**src/twt_pkg.sv**
```systemverilog
`timescale 1ns / 1ps
// ----------------------------------------------------------------------------
// twt_pkg: shared types and constants of the trapped water total unit
// Word formats, controller states and the command/status groups that join
// the controller to the datapath.
// ----------------------------------------------------------------------------
package twt_pkg;

	localparam int TWT_MAX_BARS    = 1024;
	localparam int TWT_HEIGHT_BITS = 30;
	localparam int BAR_FIELD_BITS  = 30;
	localparam int WATER_BITS      = 40;

	typedef struct packed {
		logic [BAR_FIELD_BITS-1:0] bar_height;
		logic                      last_bar;
	} in_word_t;

	typedef struct packed {
		logic [WATER_BITS-1:0] water_sum;
		logic                  overflowed;
	} out_word_t;

	typedef enum logic [1:0] {
		ST_IDLE,
		ST_INIT,
		ST_WALK,
		ST_EMIT
	} state_t;

	typedef struct packed {
		logic load;
		logic init;
		logic step;
		logic clear;
	} cmd_t;

	typedef struct packed {
		logic walk_done;
	} status_t;

endpackage

```
**src/twt_controller.sv**
```systemverilog
`timescale 1ns / 1ps
// ----------------------------------------------------------------------------
// twt_controller: sequencing of load, walk and result
// Accepts bar words, starts the walk on the last bar and strobes the result.
// ----------------------------------------------------------------------------
module twt_controller (
	input  logic              clk,
	input  logic              arst_n,
	input  logic              start,
	input  logic              last_bar,
	input  twt_pkg::status_t  status,
	output twt_pkg::cmd_t     cmd,
	output logic              busy,
	output logic              done
);
	import twt_pkg::*;

	state_t state_q, state_d;
	logic   accept;

	assign accept = start && !busy;

	always_ff @(posedge clk or negedge arst_n) begin
		if (!arst_n) begin
			state_q <= ST_IDLE;
		end else begin
			state_q <= state_d;
		end
	end

	always_comb begin
		state_d = state_q;
		case (state_q)
			ST_IDLE: begin
				if (accept && last_bar) begin
					state_d = ST_INIT;
				end
			end
			ST_INIT: state_d = ST_WALK;
			ST_WALK: begin
				if (status.walk_done) begin
					state_d = ST_EMIT;
				end
			end
			ST_EMIT: state_d = ST_IDLE;
			default: state_d = ST_IDLE;
		endcase
	end

	always_comb begin
		cmd   = '0;
		busy  = 1'b1;
		done  = 1'b0;
		case (state_q)
			ST_IDLE: begin
				busy     = 1'b0;
				cmd.load = start;
			end
			ST_INIT: cmd.init = 1'b1;
			ST_WALK: cmd.step = !status.walk_done;
			ST_EMIT: begin
				done      = 1'b1;
				cmd.clear = 1'b1;
			end
			default: begin
				cmd  = '0;
				busy = 1'b1;
			end
		endcase
	end

	assert property (@(posedge clk) disable iff (!arst_n)
		done |=> !done)
		else $error("result strobe longer than one cycle");
	assert property (@(posedge clk) disable iff (!arst_n)
		(accept && !last_bar) |=> !busy)
		else $error("busy after a non-final bar");
	assert property (@(posedge clk) disable iff (!arst_n)
		(accept && last_bar) |=> busy)
		else $error("walk not started on final bar");
	assert property (@(posedge clk) disable iff (!arst_n)
		done |-> busy)
		else $error("result strobed while idle");

endmodule

```
**config.mk**
```make
export PLATFORM = sky130hd
export DESIGN_NAME = twt_controller
export DESIGN_NICKNAME = d
export VERILOG_FILES = /design/src/twt_pkg.sv /design/src/twt_controller.sv
export SDC_FILE = /design/constraint.sdc
export NUM_CORES = 1
export LEC_CHECK = 0
export BUFFER_PORTS_ARGS = -buffer_cell sky130_fd_sc_hd__buf_2
export CAP_MARGIN = 5
export CELL_PAD_IN_SITES_DETAIL_PLACEMENT = 0
export CELL_PAD_IN_SITES_GLOBAL_PLACEMENT = 1
export CORE_AREA = 2 2 39 41
export DETAILED_ROUTE_END_ITERATION = 10
export DIE_AREA = 0 0 41 43
export GPL_TIMING_DRIVEN = 0
export PLACE_DENSITY = 0.4
export SLEW_MARGIN = 20
export SYNTH_ARGS = -nofsm -noshare
export SYNTH_HDL_FRONTEND = slang
export SYNTH_SLANG_ARGS = --single-unit
```
**constraint.sdc**
```tcl
create_clock -name clk -period 1.3 [get_ports clk]
set_input_delay 0.26 -clock clk [delete_from_list [all_inputs] [get_ports clk]]
set_output_delay 0.26 -clock clk [all_outputs]
set_load 0.02 [all_outputs]
```
* Word level (Yosys, flattened, before mapping)
Cells that the tools add are included.
Cells by class: $lt $le $gt $ge 0, add/sub/neg operators 0, reductions and logical operators 5, $mul 0, equality and inequality tests 5, divide/modulo/power cells 0, muxes and demuxes 8, bitwise gates (word level) 0, shift operators 0
Operators with widths (number):
- $pmux 2 s4 | 1
- $mux 1 | 5
- $eq 2x2->1 const B | 2
- $mux 2 | 2
- $eq 2x1->1 const B | 1
- $logic_and 1x1->1 | 2
- $logic_not 2->1 | 1
- $ne 2x1->1 const B | 1
- $ne 2x2->1 const B | 1
- $reduce_and 2->1 | 1
- $logic_not 1->1 | 1
Storage, ports and cells: ROM bits 0, logic and storage cells 19, latch bits 0, RAM bits 0, memories kept 0, output and inout bits 6, input bits 5, flip-flop bits (word level) 2

* Logic depth before layout (Yosys ltp)
depth after elaboration 5, gate-level depth with buffers 5, depth with buffers taken out 5

* Least setup slack after synthesis
OpenSTA, ideal clock, no wires.
path type flip-flop to flip-flop, start reg state_q[0], end reg state_q[1], stages on the path, launching flop included 6, library setup time 0.125 ns, data required time 1.175 ns, path buffers 0, arrival 1.208 ns, period minus slack after synthesis 1.333 ns, path slack -0.033 ns, cell sequence dfrtp_1 > inv_1 > ha_1 > nor2b_4 > a21oi_2 > mux2_4
Between the ends: cells in the longest elaborated chain, start to end 5, elaborated cells on any way between the ends 10, those cells by class 5 x eq/ne; 1 x mux; 4 x reduce/logical
RTL lines:
- from (decl) | RTL line twt_controller.sv:18 | state_t state_q, state_d;
- from (signal assigned) | RTL line twt_controller.sv:27 | state_q <= state_d;
- $logic_not 2->1 | RTL line twt_controller.sv:33, twt_controller.sv:54
- $logic_and 1x1->1 | RTL line twt_controller.sv:21 | assign accept = start && !busy;
- $logic_and 1x1->1 | RTL line twt_controller.sv:35 | if (accept && last_bar) begin
- $ne 2x1->1 (no source line)
- $reduce_and 2->1 (no source line)
Parallel ways exist; a longest one is shown, timed or not. A chain may end at the register's enable or synchronous reset.

==> impl_summary.txt <==
----------------------------------------------------
[Run status]
  Status ... finished, violations left
  Failing checks ... setup timing

[Worst setup path]
  CP endpoint kind ... output port
  Largest fanout of any net on the critical path ... 3
  Req. time, crit path ... ~1.0 ns
  Most numerous cell on the critical path ... sky130_fd_sc_hd__buf_6
  Startpoint type of the worst setup path ... register
  Critical path's top delay family ... flip-flops
  Cell with the biggest individual delay on the critical path ... sky130_fd_sc_hd__dfrtp_1
  CP Cell Sequence ... buf_6, ha_4, nor2b_4, buf_6
  Register-to-register setup slack ... -0.09 ns
  Critical path class ... reg -> out
  Start of the worst register-to-register path ... state_q[1]
  Delay contributed by the slowest stage of the critical path ... approximately 0.38 ns
  Crit path arrival time ... about 1.1 ns
  Number of cells traversed by the worst register-to-register path ... 5
  Worst R2R End ... state_q[1]
  Critical path buffer and inverter count ... 2
  Setup crit start ... state_q[1]

[Cells and area]
  Largest register by flop count ... state_q
  Number of flip-flops under the largest register name ... 2
  Final layout net count ... between 40 and 50
  Final cell utilization of the core ... 32.4%
  Area added between synthesis and finish ... 144%
  Total non-filler cell area in the finished layout ... around 450 sq um
  Layout cell share with drive strength beyond 1 ... 89.5%
  Regs by FF count ... state_q (2)
  Number of diodes ... 0

[Global routing]
  Total global routing track utilization ... 6.73%
  Wire length of the first global-routing pass ... 696 um
  Global routing met1 resource utilization ... around 4.5%
  Vias in the first global route ... about 200
  Initial antenna violation count ... 0
  Fraction of met2 tracks used by global routing ... around 11%
  Pin count of the biggest net entering global routing ... 4
  Residual overflow from global routing ... 0
  Global routing met3 resource utilization ... ~3.1%
  Global route hottest layer ... met2

[Pwr]
  Total power density per cell area ... around 2700 nW/um^2
  Static Leakage ... between 0.2 and 0.25 nW
  Worst VDD drop ... ~0.76 mV

[Placement]
  Count of input and output buffers ... 10
  Detail Placement HPWL ... around 300 um
  Area of placed instances ... roughly 260 sq um
  Routability congestion estimate from global placement ... about 0.65

[STA]
  Final period demand of the worst path ... about 1.4 ns
  Max Freq ... 713 MHz
  RSZ-0062 raised after global routing ... true
  Slew at the pin closest to its max-slew limit ... 0.169 ns
  Count of final hold-check violations ... 0
  Final worst-path cycle share ... 108%
  Worst clock skew ... about 0.005 ns
  Worst Slack Setup Final ... -0.102 ns
  Worst slew margin ... ~90%
  Final count of negative-setup-slack endpoints ... 5
  Pins over their slew limit ... 0

[Clock tree]
  Clock input transition at the sequential cells of the worst setup and hold paths ... approximately 0.030 ns
  Clock tree from TritonCTS ... built
  # clock sinks ... 2
  Number of buffers added by the clock tree synthesis step ... 3
  Clock Tree Root ... sky130_fd_sc_hd__clkbuf_4
  Clock latency at the later pin of the worst-skew pair ... about 0.22 ns
  H-tree Lvls ... 1
  Worst-case clock buffer depth ... 2

[Die]
  Horizontal die dimension ... approximately 41 um
  Die outline height ... around 43 um
  Std-Cell Rows ... 14
  Core footprint ... 1380 sq um
  Effective utilization at floorplan ... a little over an eighth
  I/O pin total ... 11
  Total die area ... about 1800 sq um

[Routing]
  Vias after detailed routing ... roughly 180
  Drc violations ... 0
  Initial DRT Pass Iterations ... 1
  Detailed Route Iter0 Violations ... 0
  Antenna Nets Post-Route ... 0
  Post-detailed-routing wire length ... between 400 and 500 um
  Routed wirelength normalized by instance count ... 8.37 um
  Vias per Instance ... between 3 and 4

[Logic synthesis]
  Count of mapped cells out of synthesis ... 17
  Register bit total from synthesis ... 2
  Synth top area share ... 27.2%
  Post-synthesis instance area ... ~180 sq um
  Total number of yosys warnings ... 0
  Synthesized area per cell ... 10.8 sq um
  Mapped Nets ... 26
  Leading cell types by total area after synthesis ... sky130_fd_sc_hd__dfrtp_1, sky130_fd_sc_hd__ha_1, sky130_fd_sc_hd__buf_4
  Number of distinct library cells after synthesis ... 10
  Portion of the post-synthesis area used by sequential elements ... a little over a quarter
  Cell type with the highest aggregate area in the netlist ... sky130_fd_sc_hd__dfrtp_1

[Flow run]
  Max-cap violation count ... 0

[Min path]
  Hold WC Path Type ... in -> async

----------------------------------------------------
==> cell usage after synthesis <==
cell type	instances
sky130_fd_sc_hd__a21oi_2	1
sky130_fd_sc_hd__and2_1	1
sky130_fd_sc_hd__buf_4	2
sky130_fd_sc_hd__dfrtp_1	2
sky130_fd_sc_hd__ha_1	4
sky130_fd_sc_hd__inv_1	3
sky130_fd_sc_hd__mux2_4	1
sky130_fd_sc_hd__nand2_1	1
sky130_fd_sc_hd__nor2b_4	1
sky130_fd_sc_hd__o22a_2	1
==> where the power goes <==
part	internal, mW	switching [mW]	total (mW)
logic	0.579	0.391	0.970
clock network	0.102	0.0337	0.135
registers	0.0982	0.0272	0.125
total	0.779	0.452	1.23
==> cell type report <==
type,count,area (sq um)
plain buffers,1,11.3
clock buffers,3,22.5
fillers,146,936
inverters,3,11.3
multi-input cells,10,160
flip-flops and latches,2,50.0
well taps,16,20.0
repair buffers,19,173
==> worst max path at each step <==
stage	cells after the start	end
after floorplan	5	state_q[1]
after global placement	5	cmd[3]
after detailed placement	5	cmd[3]
after global routing	4	cmd[1]
after CTS	4	cmd[1]
final	4	cmd[1]
==> per-stage QoR <==
step	std cells	setup WS, ns	hold WS, ns	power (mW)	setup TNS [ns]
floorplan	17	-0.0185	-0.0356	0.507	-0.0185
global placement	43	-0.0921	0.0438	0.609	-0.137
detailed placement	43	-0.105	0.0451	0.621	-0.179
CTS	52	-0.117	0.345	1.12	-0.489
global route	54	-0.136	0.361	1.32	-0.641
finish	54	-0.102	0.351	1.23	-0.379
==> per-layer routing <==
metal	part of all wire (%)	wire length, um
met5	0	0
met4	0	0
met3	2.7	12
met2	67	305
met1	29	133
==> layout by cell type (no fill, tap or decap) <==
master	Yosys	routed
sky130_fd_sc_hd__a21oi_2	1	1
sky130_fd_sc_hd__and2_4	0	1
sky130_fd_sc_hd__buf_2	0	4
sky130_fd_sc_hd__buf_4	2	4
sky130_fd_sc_hd__buf_6	0	11
sky130_fd_sc_hd__clkbuf_4	0	3
sky130_fd_sc_hd__dfrtp_1	2	2
sky130_fd_sc_hd__dlygate4sd3_1	0	1
sky130_fd_sc_hd__ha_4	0	4
sky130_fd_sc_hd__inv_2	0	3
sky130_fd_sc_hd__mux2_4	1	1
sky130_fd_sc_hd__nand2_1	1	1
sky130_fd_sc_hd__nor2b_4	1	1
sky130_fd_sc_hd__o22a_2	1	1
==> timing repair <==
item / 4_1_cts / 5_1_grt
buffers inserted: 6 / 2
pin swaps: 3 / 1
resized for setup: 21 / 7
endpoints found under the hold margin: 2 / 0
hold buffers: 1 / 0
setup endpoints to repair: 5 / 8
==> logic make-up after synthesis <==
kind of cell | synth area share [%]
AO/OA/AOI/OAI | 10.2
adder cells (fa/ha/maj) | 27.2
buffers and inverters | 14.3
flip-flops | 27.2
multiplexers | 8.16
AND/OR/NAND/NOR | 12.9
(Power assumes the default switching activity.)
